[src/exl_pkg.sv]
// ----------------------------------------------------------------------------
// exl_pkg
// Shared types, token codes and the byte classifier of the expression lexer.
// ----------------------------------------------------------------------------
package exl_pkg;

    localparam int POSITION_BITS = 16;
    localparam int VALUE_BITS    = 32;
    localparam int COUNT_BITS    = 16;
    localparam int KIND_BITS     = 4;
    localparam int LIMIT_BITS    = 8;
    localparam int WIDE_BITS     = VALUE_BITS + 4;

    localparam logic [COUNT_BITS-1:0] COUNT_MAX = '1;
    localparam logic [LIMIT_BITS-1:0] LIMIT_RESET = 8'd255;

    // token kinds
    localparam logic [KIND_BITS-1:0] K_IDENT  = 4'd0;
    localparam logic [KIND_BITS-1:0] K_NUMBER = 4'd1;
    localparam logic [KIND_BITS-1:0] K_PLUS   = 4'd2;
    localparam logic [KIND_BITS-1:0] K_MINUS  = 4'd3;
    localparam logic [KIND_BITS-1:0] K_STAR   = 4'd4;
    localparam logic [KIND_BITS-1:0] K_OPEN   = 4'd5;
    localparam logic [KIND_BITS-1:0] K_CLOSE  = 4'd6;
    localparam logic [KIND_BITS-1:0] K_END    = 4'd7;
    localparam logic [KIND_BITS-1:0] K_ERROR  = 4'd8;
    // byte classes beyond the token kinds
    localparam logic [KIND_BITS-1:0] C_WS     = 4'd9;
    localparam logic [KIND_BITS-1:0] C_DIGIT  = 4'd10;
    localparam logic [KIND_BITS-1:0] C_ALPHA  = 4'd11;

    // scan modes
    localparam logic [1:0] MODE_IDLE  = 2'd0;
    localparam logic [1:0] MODE_IDENT = 2'd1;
    localparam logic [1:0] MODE_NUM   = 2'd2;
    localparam logic [1:0] MODE_HALT  = 2'd3;

    typedef struct packed {
        logic [KIND_BITS-1:0]     kind;
        logic [POSITION_BITS-1:0] start;
        logic [COUNT_BITS-1:0]    length;
        logic [VALUE_BITS-1:0]    value;
        logic                     overflow;
        logic                     last;
    } t_token;

    typedef struct packed {
        logic [1:0] count;
        t_token     first;
        t_token     second;
    } t_push;

    function automatic logic [KIND_BITS-1:0] classify(input logic [7:0] c);
        logic [KIND_BITS-1:0] cls;
        if (c == 8'h00) begin
            cls = K_END;
        end else if (c < 8'h21) begin
            cls = C_WS;
        end else if (c >= 8'h30 && c < 8'h3a) begin
            cls = C_DIGIT;
        end else if ((c >= 8'h61 && c < 8'h7b) || (c >= 8'h41 && c < 8'h5b)
                     || c == 8'h5f) begin
            cls = C_ALPHA;
        end else begin
            unique case (c)
                8'h2b:   cls = K_PLUS;
                8'h2d:   cls = K_MINUS;
                8'h2a:   cls = K_STAR;
                8'h28:   cls = K_OPEN;
                8'h29:   cls = K_CLOSE;
                default: cls = K_ERROR;
            endcase
        end
        return cls;
    endfunction

endpackage

[src/exl_stream_if.sv]
// ----------------------------------------------------------------------------
// exl_byte_if / exl_token_if
// Valid/ready channels for source bytes and lexer tokens.
// ----------------------------------------------------------------------------
interface exl_byte_if;
    logic       valid;
    logic       ready;
    logic [7:0] char_byte;
    logic       new_formula;

    modport source (output valid, char_byte, new_formula, input ready);
    modport sink   (input valid, char_byte, new_formula, output ready);
endinterface

interface exl_token_if import exl_pkg::*; ();
    logic                     valid;
    logic                     ready;
    logic [KIND_BITS-1:0]     token_kind;
    logic [POSITION_BITS-1:0] start_position;
    logic [COUNT_BITS-1:0]    token_length;
    logic [VALUE_BITS-1:0]    number_value;
    logic                     number_overflow;
    logic                     last;

    modport source (output valid, token_kind, start_position, token_length,
                    number_value, number_overflow, last, input ready);
    modport sink   (input valid, token_kind, start_position, token_length,
                    number_value, number_overflow, last, output ready);
endinterface

[src/exl_scan.sv]
// ----------------------------------------------------------------------------
// exl_scan
// Scanner state and per-byte token logic; yields up to two tokens per word.
// ----------------------------------------------------------------------------
module exl_scan import exl_pkg::*; (
    input  logic                  i_clk,
    input  logic                  i_rst_n,
    input  logic                  i_cfg_we,
    input  logic [LIMIT_BITS-1:0] i_cfg_wdata,
    input  logic                  i_fire,
    input  logic [7:0]            i_char_byte,
    input  logic                  i_new_formula,
    output t_push                 o_push
);

    logic [LIMIT_BITS-1:0]    r_limit;
    logic [1:0]               r_mode,  n_mode;
    logic [POSITION_BITS-1:0] r_start, n_start;
    logic [COUNT_BITS-1:0]    r_count, n_count;
    logic [VALUE_BITS-1:0]    r_acc,   n_acc;
    logic                     r_ovf,   n_ovf;
    logic [POSITION_BITS-1:0] r_pos,   n_pos;

    logic [1:0]               cur_mode;
    logic [POSITION_BITS-1:0] cur_start;
    logic [COUNT_BITS-1:0]    cur_count;
    logic [VALUE_BITS-1:0]    cur_acc;
    logic                     cur_ovf;
    logic [POSITION_BITS-1:0] cur_pos;
    logic [KIND_BITS-1:0]     cls;
    logic [COUNT_BITS-1:0]    limit;
    logic [COUNT_BITS-1:0]    count_inc;
    logic [3:0]               digit;
    logic [WIDE_BITS-1:0]     wide;
    logic                     consumed;
    logic                     emit_a, emit_b;
    t_token                   tok_a, tok_b;

    always_comb begin
        cur_mode  = i_new_formula ? MODE_IDLE : r_mode;
        cur_start = i_new_formula ? '0 : r_start;
        cur_count = i_new_formula ? '0 : r_count;
        cur_acc   = i_new_formula ? '0 : r_acc;
        cur_ovf   = i_new_formula ? 1'b0 : r_ovf;
        cur_pos   = i_new_formula ? '0 : r_pos;

        cls   = classify(i_char_byte);
        limit = (r_limit == '0) ? COUNT_BITS'(1) : COUNT_BITS'(r_limit);
        count_inc = (cur_count == COUNT_MAX) ? cur_count : cur_count + 1'b1;
        digit = 4'(i_char_byte - 8'h30);
        wide  = (WIDE_BITS'(cur_acc) << 3) + (WIDE_BITS'(cur_acc) << 1)
              + WIDE_BITS'(digit);

        n_mode  = cur_mode;
        n_start = cur_start;
        n_count = cur_count;
        n_acc   = cur_acc;
        n_ovf   = cur_ovf;
        n_pos   = cur_pos + 1'b1;
        consumed = 1'b0;
        emit_a = 1'b0;
        emit_b = 1'b0;
        tok_a  = '0;
        tok_b  = '0;

        if (cur_mode == MODE_HALT) begin
            consumed = 1'b1;
            n_pos    = cur_pos;
        end else if (cur_mode == MODE_IDENT) begin
            if (cls == C_ALPHA || cls == C_DIGIT) begin
                n_count  = count_inc;
                consumed = 1'b1;
                if (count_inc >= limit) begin
                    emit_a       = 1'b1;
                    tok_a.kind   = K_IDENT;
                    tok_a.start  = cur_start;
                    tok_a.length = count_inc;
                    n_mode       = MODE_IDLE;
                end
            end else begin
                emit_a       = 1'b1;
                tok_a.kind   = K_IDENT;
                tok_a.start  = cur_start;
                tok_a.length = cur_count;
                n_mode       = MODE_IDLE;
            end
        end else if (cur_mode == MODE_NUM) begin
            if (cls == C_DIGIT) begin
                n_acc    = wide[VALUE_BITS-1:0];
                n_ovf    = cur_ovf | (wide[WIDE_BITS-1:VALUE_BITS] != '0);
                n_count  = count_inc;
                consumed = 1'b1;
            end else begin
                emit_a         = 1'b1;
                tok_a.kind     = K_NUMBER;
                tok_a.start    = cur_start;
                tok_a.length   = cur_count;
                tok_a.value    = cur_acc;
                tok_a.overflow = cur_ovf;
                n_mode         = MODE_IDLE;
            end
        end

        if (!consumed) begin
            tok_b.start  = cur_pos;
            tok_b.length = COUNT_BITS'(1);
            tok_b.kind   = cls;
            priority if (cls == C_WS) begin
                n_mode = (n_mode == MODE_HALT) ? MODE_HALT : MODE_IDLE;
            end else if (cls == C_ALPHA) begin
                n_start = cur_pos;
                n_count = COUNT_BITS'(1);
                n_mode  = MODE_IDENT;
                if (limit == COUNT_BITS'(1)) begin
                    emit_b     = 1'b1;
                    tok_b.kind = K_IDENT;
                    n_mode     = MODE_IDLE;
                end
            end else if (cls == C_DIGIT) begin
                n_start = cur_pos;
                n_count = COUNT_BITS'(1);
                n_acc   = VALUE_BITS'(digit);
                n_ovf   = 1'b0;
                n_mode  = MODE_NUM;
            end else if (cls == K_END) begin
                emit_b       = 1'b1;
                tok_b.length = '0;
                n_mode       = MODE_HALT;
            end else if (cls == K_ERROR) begin
                emit_b = 1'b1;
                n_mode = MODE_HALT;
            end else begin
                emit_b = 1'b1;
            end
        end

        tok_a.last = !emit_b;
        tok_b.last = 1'b1;
        o_push.count  = i_fire ? (2'(emit_a) + 2'(emit_b)) : 2'd0;
        o_push.first  = emit_a ? tok_a : tok_b;
        o_push.second = tok_b;
    end

    always_ff @(posedge i_clk) begin
        if (!i_rst_n) begin
            r_limit <= LIMIT_RESET;
            r_mode  <= MODE_IDLE;
            r_start <= '0;
            r_count <= '0;
            r_acc   <= '0;
            r_ovf   <= 1'b0;
            r_pos   <= '0;
        end else begin
            if (i_cfg_we) begin
                r_limit <= i_cfg_wdata;
            end
            if (i_fire) begin
                r_mode  <= n_mode;
                r_start <= n_start;
                r_count <= n_count;
                r_acc   <= n_acc;
                r_ovf   <= n_ovf;
                r_pos   <= n_pos;
            end
        end
    end

endmodule

[src/exl_outq.sv]
// ----------------------------------------------------------------------------
// exl_outq
// Four-entry token queue; takes up to two tokens a cycle, delivers one.
// ----------------------------------------------------------------------------
module exl_outq import exl_pkg::*; (
    input  logic   i_clk,
    input  logic   i_rst_n,
    input  t_push  i_push,
    output logic   o_room,
    output logic   o_valid,
    input  logic   i_ready,
    output t_token o_token
);

    t_token     r_mem [4];
    logic [1:0] r_wr, n_wr;
    logic [1:0] r_rd, n_rd;
    logic [2:0] r_count, n_count;
    logic       pop;

    always_comb begin
        pop     = (r_count != 3'd0) && i_ready;
        n_wr    = r_wr + i_push.count;
        n_rd    = r_rd + 2'(pop);
        n_count = r_count + 3'(i_push.count) - 3'(pop);
        o_room  = (r_count <= 3'd2);
        o_valid = (r_count != 3'd0);
        o_token = r_mem[r_rd];
    end

    always_ff @(posedge i_clk) begin
        if (i_push.count != 2'd0) begin
            r_mem[r_wr] <= i_push.first;
        end
        if (i_push.count == 2'd2) begin
            r_mem[r_wr + 2'd1] <= i_push.second;
        end
    end

    always_ff @(posedge i_clk) begin
        if (!i_rst_n) begin
            r_wr    <= '0;
            r_rd    <= '0;
            r_count <= '0;
        end else begin
            r_wr    <= n_wr;
            r_rd    <= n_rd;
            r_count <= n_count;
        end
    end

endmodule

[src/arithmetic_expression_lexer_top.sv]
// ----------------------------------------------------------------------------
// arithmetic_expression_lexer_top
// Expression lexer: one source byte per word in, tokens out.
// A token enters the token queue when the byte that completes it is accepted.
// Throughput: one byte per cycle while the queue has room; a byte that yields
// two tokens puts both into the four-entry token queue, which delivers one at a time.
// Reset: synchronous, active low; name limit 255, scanner idle, queue empty.
// ----------------------------------------------------------------------------
module arithmetic_expression_lexer_top import exl_pkg::*; (
    input  logic                  i_clk,
    input  logic                  i_rst_n,
    input  logic                  i_cfg_we,
    input  logic [LIMIT_BITS-1:0] i_cfg_wdata,
    exl_byte_if.sink              i_in,
    exl_token_if.source           o_out
);

    t_push  push;
    t_token head;
    logic   room;

    assign i_in.ready = room;

    exl_scan u_scan (
        .i_clk         (i_clk),
        .i_rst_n       (i_rst_n),
        .i_cfg_we      (i_cfg_we),
        .i_cfg_wdata   (i_cfg_wdata),
        .i_fire        (i_in.valid && room),
        .i_char_byte   (i_in.char_byte),
        .i_new_formula (i_in.new_formula),
        .o_push        (push)
    );

    exl_outq u_outq (
        .i_clk   (i_clk),
        .i_rst_n (i_rst_n),
        .i_push  (push),
        .o_room  (room),
        .o_valid (o_out.valid),
        .i_ready (o_out.ready),
        .o_token (head)
    );

    assign o_out.token_kind      = head.kind;
    assign o_out.start_position  = head.start;
    assign o_out.token_length    = head.length;
    assign o_out.number_value    = head.value;
    assign o_out.number_overflow = head.overflow;
    assign o_out.last            = head.last;

endmodule

[src/flat_wrapper.sv]
// flat-port wrapper written by rule: the top's interface ports become plain ports
module arithmetic_expression_lexer_top_flat import exl_pkg::*;
  (i_clk, i_rst_n, i_cfg_we, i_cfg_wdata, i_in_valid, i_in_char_byte, i_in_new_formula, i_in_ready, o_out_valid, o_out_token_kind, o_out_start_position, o_out_token_length, o_out_number_value, o_out_number_overflow, o_out_last, o_out_ready);
  exl_byte_if i_in_i ();
  exl_token_if o_out_i ();
  input  logic i_clk;
  input  logic i_rst_n;
  input  logic i_cfg_we;
  input  logic [LIMIT_BITS-1:0] i_cfg_wdata;
  input wire logic [$bits(i_in_i.valid)-1:0] i_in_valid;
  input wire logic [$bits(i_in_i.char_byte)-1:0] i_in_char_byte;
  input wire logic [$bits(i_in_i.new_formula)-1:0] i_in_new_formula;
  output wire logic [$bits(i_in_i.ready)-1:0] i_in_ready;
  output wire logic [$bits(o_out_i.valid)-1:0] o_out_valid;
  output wire logic [$bits(o_out_i.token_kind)-1:0] o_out_token_kind;
  output wire logic [$bits(o_out_i.start_position)-1:0] o_out_start_position;
  output wire logic [$bits(o_out_i.token_length)-1:0] o_out_token_length;
  output wire logic [$bits(o_out_i.number_value)-1:0] o_out_number_value;
  output wire logic [$bits(o_out_i.number_overflow)-1:0] o_out_number_overflow;
  output wire logic [$bits(o_out_i.last)-1:0] o_out_last;
  input wire logic [$bits(o_out_i.ready)-1:0] o_out_ready;
  assign i_in_i.valid = i_in_valid;
  assign i_in_i.char_byte = i_in_char_byte;
  assign i_in_i.new_formula = i_in_new_formula;
  assign i_in_ready = i_in_i.ready;
  assign o_out_valid = o_out_i.valid;
  assign o_out_token_kind = o_out_i.token_kind;
  assign o_out_start_position = o_out_i.start_position;
  assign o_out_token_length = o_out_i.token_length;
  assign o_out_number_value = o_out_i.number_value;
  assign o_out_number_overflow = o_out_i.number_overflow;
  assign o_out_last = o_out_i.last;
  assign o_out_i.ready = o_out_ready;
  arithmetic_expression_lexer_top u_core (.i_clk(i_clk), .i_rst_n(i_rst_n), .i_cfg_we(i_cfg_we), .i_cfg_wdata(i_cfg_wdata), .i_in(i_in_i), .o_out(o_out_i));
endmodule
[config.mk]
export PLATFORM = sky130hd
export DESIGN_NAME = arithmetic_expression_lexer_top_flat
export DESIGN_NICKNAME = d
export VERILOG_FILES = /design/src/exl_pkg.sv /design/src/exl_stream_if.sv /design/src/exl_scan.sv /design/src/exl_outq.sv /design/src/arithmetic_expression_lexer_top.sv /design/src/flat_wrapper.sv
export SDC_FILE = /design/constraint.sdc
export NUM_CORES = 1
export LEC_CHECK = 0
export BUFFER_PORTS_ARGS = -buffer_cell sky130_fd_sc_hd__buf_4
export CELL_PAD_IN_SITES_DETAIL_PLACEMENT = 0
export CELL_PAD_IN_SITES_GLOBAL_PLACEMENT = 1
export CORE_UTILIZATION = 30
export CTS_CLUSTER_SIZE = 12
export DETAILED_ROUTE_END_ITERATION = 6
export HOLD_SLACK_MARGIN = 0.02
export PLACE_DENSITY = 0.62
export SYNTH_ARGS = -nofsm -noshare
export SYNTH_HDL_FRONTEND = slang
export SYNTH_HIERARCHICAL = 1
export SYNTH_SLANG_ARGS = --single-unit
[constraint.sdc]
create_clock -name i_clk -period 9.9 [get_ports i_clk]
set_clock_uncertainty 0.15 [all_clocks]
set_input_delay 0.495 -clock i_clk [delete_from_list [all_inputs] [get_ports i_clk]]
set_output_delay 0.495 -clock i_clk [all_outputs]
set_load 0.02 [all_outputs]
==> results by group, run 1 <==
Outcome
  • Status: finished clean

Pwr
  • Leak Pwr: ~9.4 nW
  • PwrDens: 188.5 mW/mm^2
  • Design Power: 4.690 mW
  • Largest vdd supply drop: 0.1382 mV

Timing
  • Setup repair after global routing missed its margin: no
  • Final setup violation count: 0
  • Min cycle time layout: between 6000 and 7000 ps
  • Relative slew slack: 0.2492
  • Slew of the pin with the lowest slew margin: between 1000 and 1500 ps
  • Summed negative setup slack over all endpoints: 0 ps
  • Highest achievable clock rate: around 0.15 GHz
  • Number of hold-slack violations in the final timing report: 0
  • Final Max Tran Viols: 0
  • Portion of the clock cycle consumed by the worst path in the final layout: 0.6922

Logic synthesis
  • Syn_area_per_cell: 12.13 sq um
  • Yosys warns: 6
  • Sequential share of the synthesized area: 0.4725
  • Post-Syn Area: 0.02194 sq mm
  • Distinct cell type count of the synthesized netlist: 77
  • #FFs+latches synth: 378
  • Share of async-settable or async-resettable flops after synthesis: 0
  • Post-synthesis instance total: ~1800
  • Post-synth EDFFs: 280
  • Top FF cell, synth: edfxtp_1

Floorplan
  • Die footprint: 0.07423 sq mm
  • Total core area: around 0.072 sq mm
  • Number of top-level pins: 94
  • Initial Util: 0.3049
  • Placement Rows: 98
  • Overall die width: 272.5 um
  • Die Height: 272.5 um

Route
  • Number of DRC violations after detailed-routing iteration 0: 1038
  • Vias after detailed routing: roughly 15000
  • Via density per instance: 5.106
  • Routed wire per std cell: about 21 um
  • DRC Markers: 0
  • Residual antenna-violating net count after detailed routing: 0
  • Routed Wire Length: 59.95 mm
  • Pre-antenna DRT Iters: 5

GRT
  • Via count of the first global-routing pass: around 15000
  • Gr busiest metal: met2
  • Grt met1 use: 0.2330
  • Total grt overflow: 0
  • Number of antenna violations at the first check in global routing: 4
  • Met2 routing resource usage after global routing: 0.2491
  • First-pass GRT wire length: roughly 91 mm
  • Pin count of the biggest net entering global routing: 63
  • GR Util All Layers: 0.1604
  • Global Route met3 Usage: 0.02839

Job
  • Count of max-cap constraint violations: 0

Clock network
  • Number of sinks driven by the clock tree: 378
  • Clock Latency Late Sink: roughly 570 ps
  • Quantity of gates resized following cts: 0
  • Count of buffers added by post-CTS timing repair for setup: 0
  • Number of buffers created by CTS: 43
  • Buffers from clock root to sink, at most: 3
  • CTS H-Tree Depth: 2
  • Clock root buffer master: clkbuf_16
  • Clock tree from TritonCTS: yes
  • Clock slew seen by the registers of the worst setup and hold paths: 70 ps

Placed design
  • Half-perimeter wire length after detailed placement: 39.41 mm
  • Final GP Congestion: about 0.84
  • Count of buffers inserted at the top-level ports: 93
  • Cell count after placement: 2777

Cells and area
  • Filler cell count: 7047
  • Area taken by flip-flops and latches: 0.01038 sq mm
  • Layout-stage area growth over the synthesis result: 13.38%
  • Share of post-route cells with drive strength above 1: 0.3015
  • Net total in the final layout: about 2000
  • Area of combinational cells with multiple inputs: approximately 0.011 sq mm
  • Number of cells in the finished layout apart from fillers: 2867

Worst setup path
  • Kind of end point of the critical path: register
  • Type of the worst setup path: register to register
  • Reg-to-reg critical path startpoint: u_core/u_scan/r_count[0]$_SDFFE_PN0P_
  • Arrival time of data at the critical path endpoint: around 7000 ps
  • Worst setup path endpoint: u_core/u_outq/r_mem[2][14]$_DFFE_PP_
  • Max Fanout on Critical Path: 27
  • Endpoint of the worst-slack reg-to-reg timing path: u_core/u_outq/r_mem[2][14]$_DFFE_PP_
  • Worst R2R Setup Slack: between 3000 and 4000 ps
  • Worst setup path startpoint: u_core/u_scan/r_count[0]$_SDFFE_PN0P_
  • Worst r2r path cells: 22
  • CP startpoint kind: register
  • Required time of the critical path: 10000 ps

Worst hold path
  • Type of the worst min-delay path: input pin to register
[per-stage QoR]
stage                     cell area [sq um]    util  hold WS, ps  worst slack, ps
after floorplan                       22120       -        267.3            732.2
after global placement                23460  0.3259        284.1             2936
after detailed placement              23460  0.3259        297.6             2851
after CTS                             24870  0.3456        82.66             3050
after global routing                  24870  0.3456        123.2             2635
final                                 24880  0.3457        113.4             3047
[repair_timing]
item	in CTS	in global routing
hold endpoints to repair	8	0
endpoints found under the setup margin	0	0
hold buffers	8	0
[final cells by class]
class / instances / area share
Antenna cell: 3 / 0.0003017
Multi-Input combinational cell: 1291 / 0.4335
Timing Repair Buffer: 134 / 0.04275
Clock buffer: 63 / 0.04873
Inverter: 32 / 0.004828
Sequential cell: 378 / 0.4171
Tap cell: 950 / 0.04777
Clock inverter: 16 / 0.004979
[logic make-up (layout without fill, tap and decap cells)]
family / after synthesis / in the layout / synth area share
AOI/OAI and AO/OA: 260 / 260 / 0.07463
other: 2 / 52 / 0.0003422
xor gates and xnor gates: 56 / 56 / 0.02360
buffers and inverters: 187 / 245 / 0.04727
DFF: 378 / 378 / 0.4725
muxes: 372 / 372 / 0.2282
adders and majority gates: 80 / 80 / 0.04630
and+or+nand+nor: 474 / 474 / 0.1071
[worst min-delay path by stage]
stage | from | end | slack, ps | depth (start not counted)
global placement | u_core/u_scan/r_acc[31]$_SDFFE_PN0P_ | u_core/u_scan/r_acc[31]$_SDFFE_PN0P_ | 280 | 2
CTS | i_cfg_we | u_core/u_scan/r_limit[3]$_SDFFE_PN1P_ | 80 | 2
global route | i_cfg_we | u_core/u_scan/r_limit[6]$_SDFFE_PN1P_ | 120 | 2
detailed placement | u_core/u_scan/r_start[8]$_SDFFE_PN0P_ | u_core/u_scan/r_start[8]$_SDFFE_PN0P_ | 300 | 2
finish | i_cfg_we | u_core/u_scan/r_limit[3]$_SDFFE_PN1P_ | 110 | 2
floorplan | u_core/u_scan/r_acc[31]$_SDFFE_PN0P_ | u_core/u_scan/r_acc[31]$_SDFFE_PN0P_ | 270 | 2
[where the power goes]
group          leakage (nW)  internal [mW]  total, mW  switching [mW]
clock                 0.647          0.878       1.53           0.655
combinational          5.47          0.507       1.19           0.688
sequential             3.28           1.87       1.96          0.0931
[cell usage in the layout (no fill, tap or decap), drive strengths merged, types with 38 or more instances in the layout]
| cell type | instances |
|---|---|
| a21oi | 80 |
| and3 | 38 |
| buf | 126 |
| clkbuf | 63 |
| conb | 49 |
| dfxtp | 98 |
| edfxtp | 280 |
| ha | 78 |
| mux2 | 296 |
| mux4 | 70 |
| nand2 | 137 |
| nor2 | 127 |
| nor2b | 38 |
| o21ai | 61 |
[cells in the mapped netlist (9+ instances only)]
library cell  number  area (sq um)
nor2b_1           38         237.7
nand4_1           17         106.4
buf_2             32         160.2
nor3_1            21         105.1
ha_1              78         975.9
nand2b_1          11         68.82
dfxtp_1           98          1962
o21ai_0           59         295.3
o211ai_1          16         120.1
a21o_1            12         90.09
nor2_1           126         473.0
clkbuf_1          53         198.9
and2_1            25         156.4
nand2_1          137         514.2
xnor2_1           28         245.2
mux4_2            70          1577
mux2_2           279          3142
nand3_1           20         100.1
buf_4             51         382.9
a21oi_1           80         400.4
mux2_4            10         150.1
inv_1             29         108.9
edfxtp_1         280          8408
and3_1            38         237.7
buf_6             10         112.6
xor2_1            26         227.7
a31oi_1            9         56.30
a22oi_1           25         187.7
[registers in the layout, indices dropped and copies added, names as in the netlist]
signal and flops:
u_core/u_scan/r_limit 8, u_core/u_scan/r_ovf 1, u_core/u_outq/r_rd 2, u_core/u_scan/r_acc 32
u_core/u_scan/r_start 16, u_core/u_outq/r_mem 280, u_core/u_outq/r_wr 2, u_core/u_scan/r_count 16
u_core/u_scan/r_mode 2, u_core/u_outq/r_count 3, u_core/u_scan/r_pos 16
[worst max-delay path: stages, from the launching register on]
cell      delay (ps)
dfxtp_1          420
nor2b_1          270
ha_1             270
nand2_1          140
nor4_1           600
nand2_1          330
xnor2_1          380
ha_1             290
nand2b_1         140
nand3_1           80
a21boi_0          90
o211ai_1         170
a21oi_1           90
or4_4            560
nor3_1           200
a21o_1           140
inv_2             70
ha_1             270
and2_1           330
nor4bb_4         340
buf_4            390
o21bai_4         470
buf_12           300
[layer usage]
metal | share of wire | vias up
li1 | - | 6900
met1 | 0.49 | 7371
met2 | 0.45 | 306
met4 | 0.013 | 4
met3 | 0.051 | 57
met5 | 0.00050 | -
(Power assumes the default switching activity.)
==> inputs of run 2 (changes only) <==
ABC_AREA = 1   (was unset)
PLACE_DENSITY = 0.66   (was 0.62)
clock period = 5.5 ns   (was 9.9 ns; I/O delays follow)
==> run 2 against run 1 <==
  * Cell count rose by 50%
  * Register-to-register slack got worse by 2500 ps
  * Hold slack got worse by 16 ps
  * Cell area rose by 8.6%
  * Critical endpoint is now u_core/u_outq/r_mem[0][12]$_DFFE_PP_
  * Global-route usage rose by 2.7 points
==> results by group, run 2 <==
Outcome
  • Status: finished clean

Clock network
  • CTS H-Tree Depth: 2 (unchanged)
  • Number of buffers created by CTS: 43 (unchanged)
  • Buffers from clock root to sink, at most: 3 (unchanged)
  • Number of sinks driven by the clock tree: 378 (unchanged)
  • Clock Latency Late Sink: 570 ps (about the same)
  • Clock tree from TritonCTS: yes
  • Clock root buffer master: clkbuf_16
  • Clock slew seen by the registers of the worst setup and hold paths: 60 ps (about the same)

Floorplan
  • Die footprint: 0.08069 sq mm (+8.7%)
  • Number of top-level pins: 94 (unchanged)
  • Overall die width: 284.1 um (+4.3%)
  • Initial Util: 0.3026 (-0.002268)
  • Placement Rows: 103 (+5.1%)
  • Die Height: 284.1 um (+4.3%)
  • Total core area: 0.07887 sq mm (+9.6%)

Worst setup path
  • Cell family with the largest share of critical-path delay: simple AND/OR/NAND/NOR gates
  • CP startpoint kind: register
  • Required time of the critical path: 5610 ps (-4390 ps)
  • Worst-path cell with the longest stage delay: dfxtp_1
  • CP max stage delay: 370 ps (-230 ps)
  • Arrival time of data at the critical path endpoint: 5110 ps (-1840 ps)
  • Sum of buffers and inverters on the critical path: 6 (+3)
  • Type of the worst setup path: register to register
  • Max Fanout on Critical Path: 26 (-3.7%)
  • Cell type with the highest occurrence count on the critical path: nand2_1
  • Kind of end point of the critical path: register

Logic synthesis
  • Sequential share of the synthesized area: 0.4345 (-0.03807)
  • Cell type contributing the most total cell area after synthesis: edfxtp_1
  • Leading cell types by count after synthesis: nand2_1, o21ai_0, nor2_1, inv_1, edfxtp_1
  • Syn_area_per_cell: 7.475 sq um (-38%)
  • Area share of the largest cell type after synthesis: 0.3523 (-0.03087)
  • Post-synth EDFFs: 280 (unchanged)
  • Top FF cell, synth: edfxtp_1
  • Distinct cell type count of the synthesized netlist: 51 (-34%)
  • Post-synthesis instance total: 3193 (+77%)
  • Share of async-settable or async-resettable flops after synthesis: 0 (unchanged)
  • Yosys warns: 6 (unchanged)
  • #FFs+latches synth: 378 (unchanged)
  • Cell with the most instances after synthesis: nand2_1
  • Leading cell types by total area after synthesis: edfxtp_1, nand2_1, dfxtp_1, o21ai_0, nor2_1
  • Post-Syn Area: 0.02387 sq mm (+8.8%)

Placed design
  • Count of buffers inserted at the top-level ports: 93 (unchanged)
  • Post-Place Worst Slack: 433.9 ps (-2417 ps)
  • Half-perimeter wire length after detailed placement: 51.49 mm (+31%)
  • Final GP Congestion: 0.8458 (+0.46%)

GRT
  • Pin count of the biggest net entering global routing: 141 (+120%)
  • Total grt overflow: 0 (unchanged)
  • GR Util All Layers: 0.1871 (+0.02667)
  • First-pass GRT wire length: 118.4 mm (+30%)
  • Via count of the first global-routing pass: 19621 (+34%)
  • Number of antenna violations at the first check in global routing: 1 (-3)

Route
  • Residual antenna-violating net count after detailed routing: 0 (unchanged)
  • Met2 WL post-DR: 34.44 mm (+29%)
  • Routed wire per std cell: 17.80 um (-15%)
  • Pre-antenna DRT Iters: 5 (unchanged)
  • Met3 wirelength from detailed routing: 4.373 mm (+44%)
  • Routed Wire Length: 76.58 mm (+28%)
  • Vias after detailed routing: 20802 (+42%)
  • DRC Markers: 0 (unchanged)
  • Routed length on met1: 36.29 mm (+24%)
  • Number of DRC violations after detailed-routing iteration 0: 1509 (+45%)
  • Max layer used: met4
  • Via density per instance: 4.835 (-5.3%)

Timing
  • Slew of the pin with the lowest slew margin: 1274 ps (+157.5 ps)
  • Portion of the clock cycle consumed by the worst path in the final layout: 0.9091 (+0.2168)
  • Summed negative setup slack over all endpoints: 0 ps (unchanged)
  • Min cycle time layout: 5000 ps (-1853 ps)
  • Post-layout worst setup margin: 500.2 ps (-2547 ps)
  • Final Max Tran Viols: 0 (unchanged)
  • Highest achievable clock rate: 0.2000 GHz (+37%)
  • Relative slew slack: 0.1445 (-0.1047)
  • Number of hold-slack violations in the final timing report: 0 (unchanged)
  • Final setup violation count: 0 (unchanged)
  • Setup repair after global routing missed its margin: no

Cells and area
  • Area taken by flip-flops and latches: 0.01038 sq mm (about the same)
  • Net total in the final layout: 3323 (+68%)
  • Registers with the highest flip-flop counts: u_core/u_outq/r_mem x280, u_core/u_scan/r_acc x32
  • Filler cell count: 8426 (+20%)
  • Most common cell after layout, fill and taps aside: nand2_1
  • Max FFs per register: 280 (unchanged)
  • Largest register by flop count: u_core/u_outq/r_mem
  • Leading cell types in the layout, fill and taps excluded: nand2_1, o21ai_0, nor2_1
  • Area of combinational cells with multiple inputs: 0.01142 sq mm (+5.9%)
  • Layout-stage area growth over the synthesis result: 13.17%
  • Share of post-route cells with drive strength above 1: 0.07903 (-0.2224)
  • Diodes inserted: 0 (-3)

Job
  • Count of max-cap constraint violations: 0 (unchanged)

Worst hold path
  • Type of the worst min-delay path: input pin to register

Pwr
  • Largest vdd supply drop: 0.1937 mV (+40%)
  • PwrDens: 329.6 mW/mm^2 (+75%)
  • Leak Pwr: 10.80 nW (+15%)
run 2: changes by cell type after synthesis, sizes merged, moves of 25 or more:
cell    before  now
a21oi       80  159
a22oi       25    0
mux4        70    0
and3        38    0
o21ai       61  520
nor2b       38    0
clkbuf      54  102
nor2       127  356
o22ai        1   74
mux2       296    0
nand3       20  102
nand2      137  833
inv         32  310
run 2: per-stage QoR:
| step | area [sq um] | hold WS (ps) | util | power (mW) | cells |
|---|---|---|---|---|---|
| after floorplan | 24170 | 218.5 | - | 5.162 | 3240 |
| after global placement | 25410 | 302.3 | 0.3222 | 6.229 | 4197 |
| after detailed placement | 25410 | 303.8 | 0.3222 | 6.235 | 4197 |
| after CTS | 27000 | 56.62 | 0.3424 | 9.030 | 4302 |
| after global routing | 27010 | 155.1 | 0.3425 | 9.361 | 4302 |
| final | 27010 | 97.88 | 0.3425 | 8.902 | 4302 |
run 2: cell type report:
| class | instances | area share |
|---|---|---|
| clock buffers | 55 | 0.04229 |
| clock inverters | 21 | 0.005929 |
| inverters | 315 | 0.04437 |
| multi-input cells | 2325 | 0.4227 |
| flip-flops and latches | 378 | 0.3841 |
| well taps | 1050 | 0.04864 |
| repair buffers | 158 | 0.05197 |
run 2: tightest hold or removal path, stage by stage:
cell	delay (ps)
buf_4	110
inv_1	120
o21ai_0	170
o21ai_0	70
inv_1	40
run 2: path summary, 6_finish.rpt:
check	endpoint	slack (ps)	depth (start not counted)	from
worst max-delay path	u_core/u_outq/r_mem[0][12]$_DFFE_PP_	500	30	u_core/u_scan/r_count[0]$_SDFFE_PN0P_
worst min-delay path	u_core/u_scan/r_acc[2]$_SDFFE_PN0P_	100	5	i_in_char_byte[2]
worst max register to register	u_core/u_outq/r_mem[0][12]$_DFFE_PP_	500	30	u_core/u_scan/r_count[0]$_SDFFE_PN0P_
worst min register to register	u_core/u_scan/r_pos[7]$_SDFFE_PN0P_	310	2	u_core/u_scan/r_pos[7]$_SDFFE_PN0P_
run 2: kinds of logic (layout without fill, tap and decap cells):
group	Yosys count	after routing	synth area share
other	2	49	0.0003146
AO/OA/AOI/OAI	802	802	0.1777
AND/OR/NAND/NOR	1370	1370	0.2362
flip-flops	378	378	0.4345
buffers and inverters	537	549	0.09997
XOR/XNOR	24	24	0.008807
adder cells (fa/ha/maj)	80	80	0.04257
run 2: timing repair:
action,in CTS,in global routing
endpoints found under the hold margin,32,0
gates resized for setup,0,1
buffers inserted,0,0
hold buffers,29,0
setup endpoints to repair,0,5
run 2: report_power, final:
part / switching, mW / total (mW) / internal, mW
combinational: 1.79 / 2.61 / 0.818
clock: 1.19 / 2.75 / 1.56
sequential: 0.145 / 3.54 / 3.40
run 2: per-layer routing:
metal  global-route usage  vias up
met2               0.3039      497
met4              0.04234        0
met1               0.2607     9573
li1                     -    10648
met5                    0        -
met3              0.02841       84
==> inputs of run 3 (changes only) <==
--- a/config.mk
+++ b/config.mk
@@ -8,3 +8,2 @@
 export ABC_AREA = 1
-export BUFFER_PORTS_ARGS = -buffer_cell sky130_fd_sc_hd__buf_4
 export CELL_PAD_IN_SITES_DETAIL_PLACEMENT = 0
@@ -14,4 +13,5 @@
 export DETAILED_ROUTE_END_ITERATION = 6
+export DONT_BUFFER_PORTS = 1
 export HOLD_SLACK_MARGIN = 0.02
-export PLACE_DENSITY = 0.66
+export PLACE_DENSITY = 0.65
 export SYNTH_ARGS = -nofsm -noshare
==> constraint.sdc (replaced) <==
create_clock -name i_clk -period 5.5 [get_ports i_clk]
set_clock_uncertainty 0.15 [all_clocks]
set_input_delay 0 -clock i_clk [delete_from_list [all_inputs] [get_ports i_clk]]
set_output_delay 0 -clock i_clk [all_outputs]
set_load 0.02 [all_outputs]
==> run 3 against run 2 <==
  * Hold slack got worse by 12 ps
  * Critical path depth fell by 8
  * Fmax increased by 0.44%
  * Die area unchanged
  * Count of clock-buffer cells in the layout up 1
  * Routed wire length is 0.13% higher
  * Worst setup slack improved by 22 ps
  * Total power is 2.6% lower
  * Non-clock buffer count shrank 77
  * Via count fell by 1.3%
  * Clock power increased by 5%
==> results by group, run 3 (synthesis gave the netlist of run 2 again) <==
Timing
  • Final Max Tran Viols: 0 (unchanged)
  • Summed negative setup slack over all endpoints: 0 ps (unchanged)
  • Final setup violation count: 0 (unchanged)
  • Portion of the clock cycle consumed by the worst path in the final layout: 0.9051 (-0.003968)
  • Highest achievable clock rate: 0.2009 GHz (+0.44%)
  • Slew of the pin with the lowest slew margin: 1147 ps (-126.7 ps)
  • Worst-case hold slack: 85.62 ps (-12.26 ps)
  • Number of hold-slack violations in the final timing report: 0 (unchanged)
  • Post-layout worst setup margin: 522.0 ps (+21.83 ps)
  • Min cycle time layout: 4978 ps (-21.83 ps)
  • Relative slew slack: 0.2296 (+0.08515)
  • Setup repair after global routing missed its margin: no

Route
  • Routed Wire Length: 76.68 mm (+0.13%)
  • Number of DRC violations after detailed-routing iteration 0: 1420 (-5.9%)
  • Vias after detailed routing: 20539 (-1.3%)
  • Max layer used: met5
  • Pre-antenna DRT Iters: 5 (unchanged)
  • Routed length on met1: 36.94 mm (+1.8%)
  • Residual antenna-violating net count after detailed routing: 0 (unchanged)
  • Routed wire per std cell: 18.14 um (+1.9%)
  • Via density per instance: 4.859 (+0.49%)
  • DRC Markers: 0 (unchanged)
  • Met2 WL post-DR: 34.70 mm (+0.76%)
  • Met3 wirelength from detailed routing: 3.616 mm (-17%)

GRT
  • GR Util All Layers: 0.1886 (+0.001514)
  • Total grt overflow: 0 (unchanged)
  • Via count of the first global-routing pass: 19659 (+0.19%)
  • Number of antenna violations at the first check in global routing: 5 (+4)
  • Pin count of the biggest net entering global routing: 141 (unchanged)
  • First-pass GRT wire length: 119.3 mm (+0.80%)

Worst setup path
  • Reg-to-reg critical path startpoint: u_core/u_scan/r_count[1]$_SDFFE_PN0P_
  • Worst setup path endpoint: u_core/u_outq/r_count[1]$_SDFF_PN0_
  • Worst R2R Setup Slack: 530 ps (+30 ps)
  • Arrival time of data at the critical path endpoint: 5360 ps (+250 ps)
  • Type of the worst setup path: input pin to register
  • Worst r2r path cells: 34 (+13%)
  • Worst setup path startpoint: i_in_char_byte[7]
  • Kind of end point of the critical path: register
  • Endpoint of the worst-slack reg-to-reg timing path: u_core/u_outq/r_count[1]$_SDFF_PN0_
  • Max Fanout on Critical Path: 4 (-85%)
  • Required time of the critical path: 5880 ps (+270 ps)
  • CP startpoint kind: input pin

Pwr
  • Comb power frac: 0.261 (-0.033)
  • Largest vdd supply drop: 0.2340 mV (+21%)
  • Internal power: 5.559 mW (-3.7%)
  • Net switching share of the total power: 0.3588 (+0.007374)
  • Sequential power share: 0.406 (+0.008)
  • PwrDens: 326.9 mW/mm^2 (-0.80%)
  • Design Power: 8.669 mW (-2.6%)
  • Switching power: 3.110 mW (-0.57%)
  • Leak Pwr: 10.46 nW (-3.1%)
  • Relative contribution of the clock network to total power: 0.333 (+0.025)

Floorplan
  • Die Height: 284.1 um (unchanged)
  • Initial Util: 0.3026 (unchanged)
  • Total core area: 0.07887 sq mm (unchanged)
  • Number of top-level pins: 94 (unchanged)
  • Die footprint: 0.08069 sq mm (unchanged)
  • Overall die width: 284.1 um (unchanged)
  • Placement Rows: 103 (unchanged)

Placed design
  • Cell count after placement: 4106 (-2.2%)
  • Final GP Congestion: 0.8798 (+4.0%)
  • Cell area reported after detailed placement: 0.02467 sq mm (-2.9%)
  • Post-Place Worst Slack: 402.9 ps (-31.02 ps)
  • Half-perimeter wire length after detailed placement: 51.23 mm (-0.51%)
  • Count of buffers inserted at the top-level ports: 0 (-100%)

Worst hold path
  • Type of the worst min-delay path: input pin to register

Outcome
  • Status: finished clean

Clock network
  • Number of sinks driven by the clock tree: 378 (unchanged)
  • Buffers from clock root to sink, at most: 3 (unchanged)
  • CTS H-Tree Depth: 2 (unchanged)
  • Clock root buffer master: clkbuf_16
  • Clock Latency Late Sink: 590 ps (+20 ps)
  • Number of buffers created by CTS: 44 (+2.3%)
  • Clock slew seen by the registers of the worst setup and hold paths: 60 ps (about the same)
  • Clock tree from TritonCTS: yes

Cells and area
  • Diodes inserted: 0 (unchanged)
  • Registers with the highest flip-flop counts: u_core/u_outq/r_mem x280, u_core/u_scan/r_acc x32
  • Max FFs per register: 280 (unchanged)
  • Layout-stage area growth over the synthesis result: 11.10%
  • Final design area excluding fillers: 0.02652 sq mm (-1.8%)
  • Net total in the final layout: 3247 (-2.3%)
  • Share of post-route cells with drive strength above 1: 0.05508 (-0.02394)
  • Leading cell types in the layout, fill and taps excluded: nand2_1, o21ai_0, nor2_1
  • Number of cells in the finished layout apart from fillers: 4227 (-1.7%)
  • Most common cell after layout, fill and taps aside: nand2_1
  • Largest register by flop count: u_core/u_outq/r_mem
  • Fin util: 0.3362 (-0.006282)

Job
  • Count of max-cap constraint violations: 0 (unchanged)
run 3: cell types whose count changed in the layout (fill, tap and decap cells not counted), moves of 2 or more:
cell,previous run,this run
buf_12,10,8
buf_4,118,30
buf_6,0,2
clkinv_1,17,14
dlygate4sd3_1,29,39
inv_16,0,2
inv_2,8,10
run 3: cell type report:
type | instances | area, sq um
clock buffer | 56 | 1167
fill | 8416 | 52350
multi-input combinational | 2325 | 11410
clock inverter | 22 | 216.5
tap | 1050 | 1314
sequential | 378 | 10380
inverter | 315 | 1194
timing repair buffer | 81 | 838.3
run 3: routing by layer:
layer  GRT usage  vias up
met2      0.3089      407
met4     0.03978        8
met3     0.02416       93
li1            -    10499
met5           0        -
met1      0.2648     9532
run 3: repair_timing:
action	in CTS	in global routing
setup endpoints to repair	0	229
resized for setup	0	3
endpoints found under the hold margin	160	0
hold buffers	42	0
setup buffers	0	1
run 3: worst min path at each step:
stage / end / depth (start not counted) / start / slack (ps)
after global routing: u_core/u_scan/r_acc[3]$_SDFFE_PN0P_ / 8 / i_in_char_byte[3] / 140
after global placement: u_core/u_scan/r_limit[0]$_SDFFE_PN1P_ / 1 / i_cfg_we / -50
after CTS: u_core/u_scan/r_start[14]$_SDFFE_PN0P_ / 7 / i_in_char_byte[3] / 60
final: u_core/u_scan/r_start[14]$_SDFFE_PN0P_ / 7 / i_in_char_byte[3] / 90
after floorplan: u_core/u_outq/r_count[0]$_SDFF_PN0_ / 2 / i_rst_n / -60
after detailed placement: u_core/u_scan/r_limit[0]$_SDFFE_PN1P_ / 1 / i_cfg_we / -40
run 3: power groups by stage:
stage          clock network [mW]  registers, mW  logic (mW)
2_1_floorplan                   0           3.53        1.63
4_1_cts                      2.98           3.52        2.30
3_5_place_dp                    0           3.58        2.24
3_3_place_gp                    0           3.58        2.24
5_1_grt                      3.06           3.55        2.49
6_report                     2.89           3.52        2.26
run 3: worst max-delay path, stage by stage:
cell and delay (ps):
dlygate4sd3_1 550, nor2_1 290, nand2_1 120, nor4_1 290, dlygate4sd3_1 610, nor2_1 60, dlygate4sd3_1 570, nand3_1 150
nor2_1 90, nor2_1 140, nand2_1 80, nor2_1 350, ha_4 200, nand2_1 50, inv_1 170, inv_2 90
ha_1 280, inv_1 50, fa_1 540, nand2_1 50, dlygate4sd3_1 560, inv_1 50
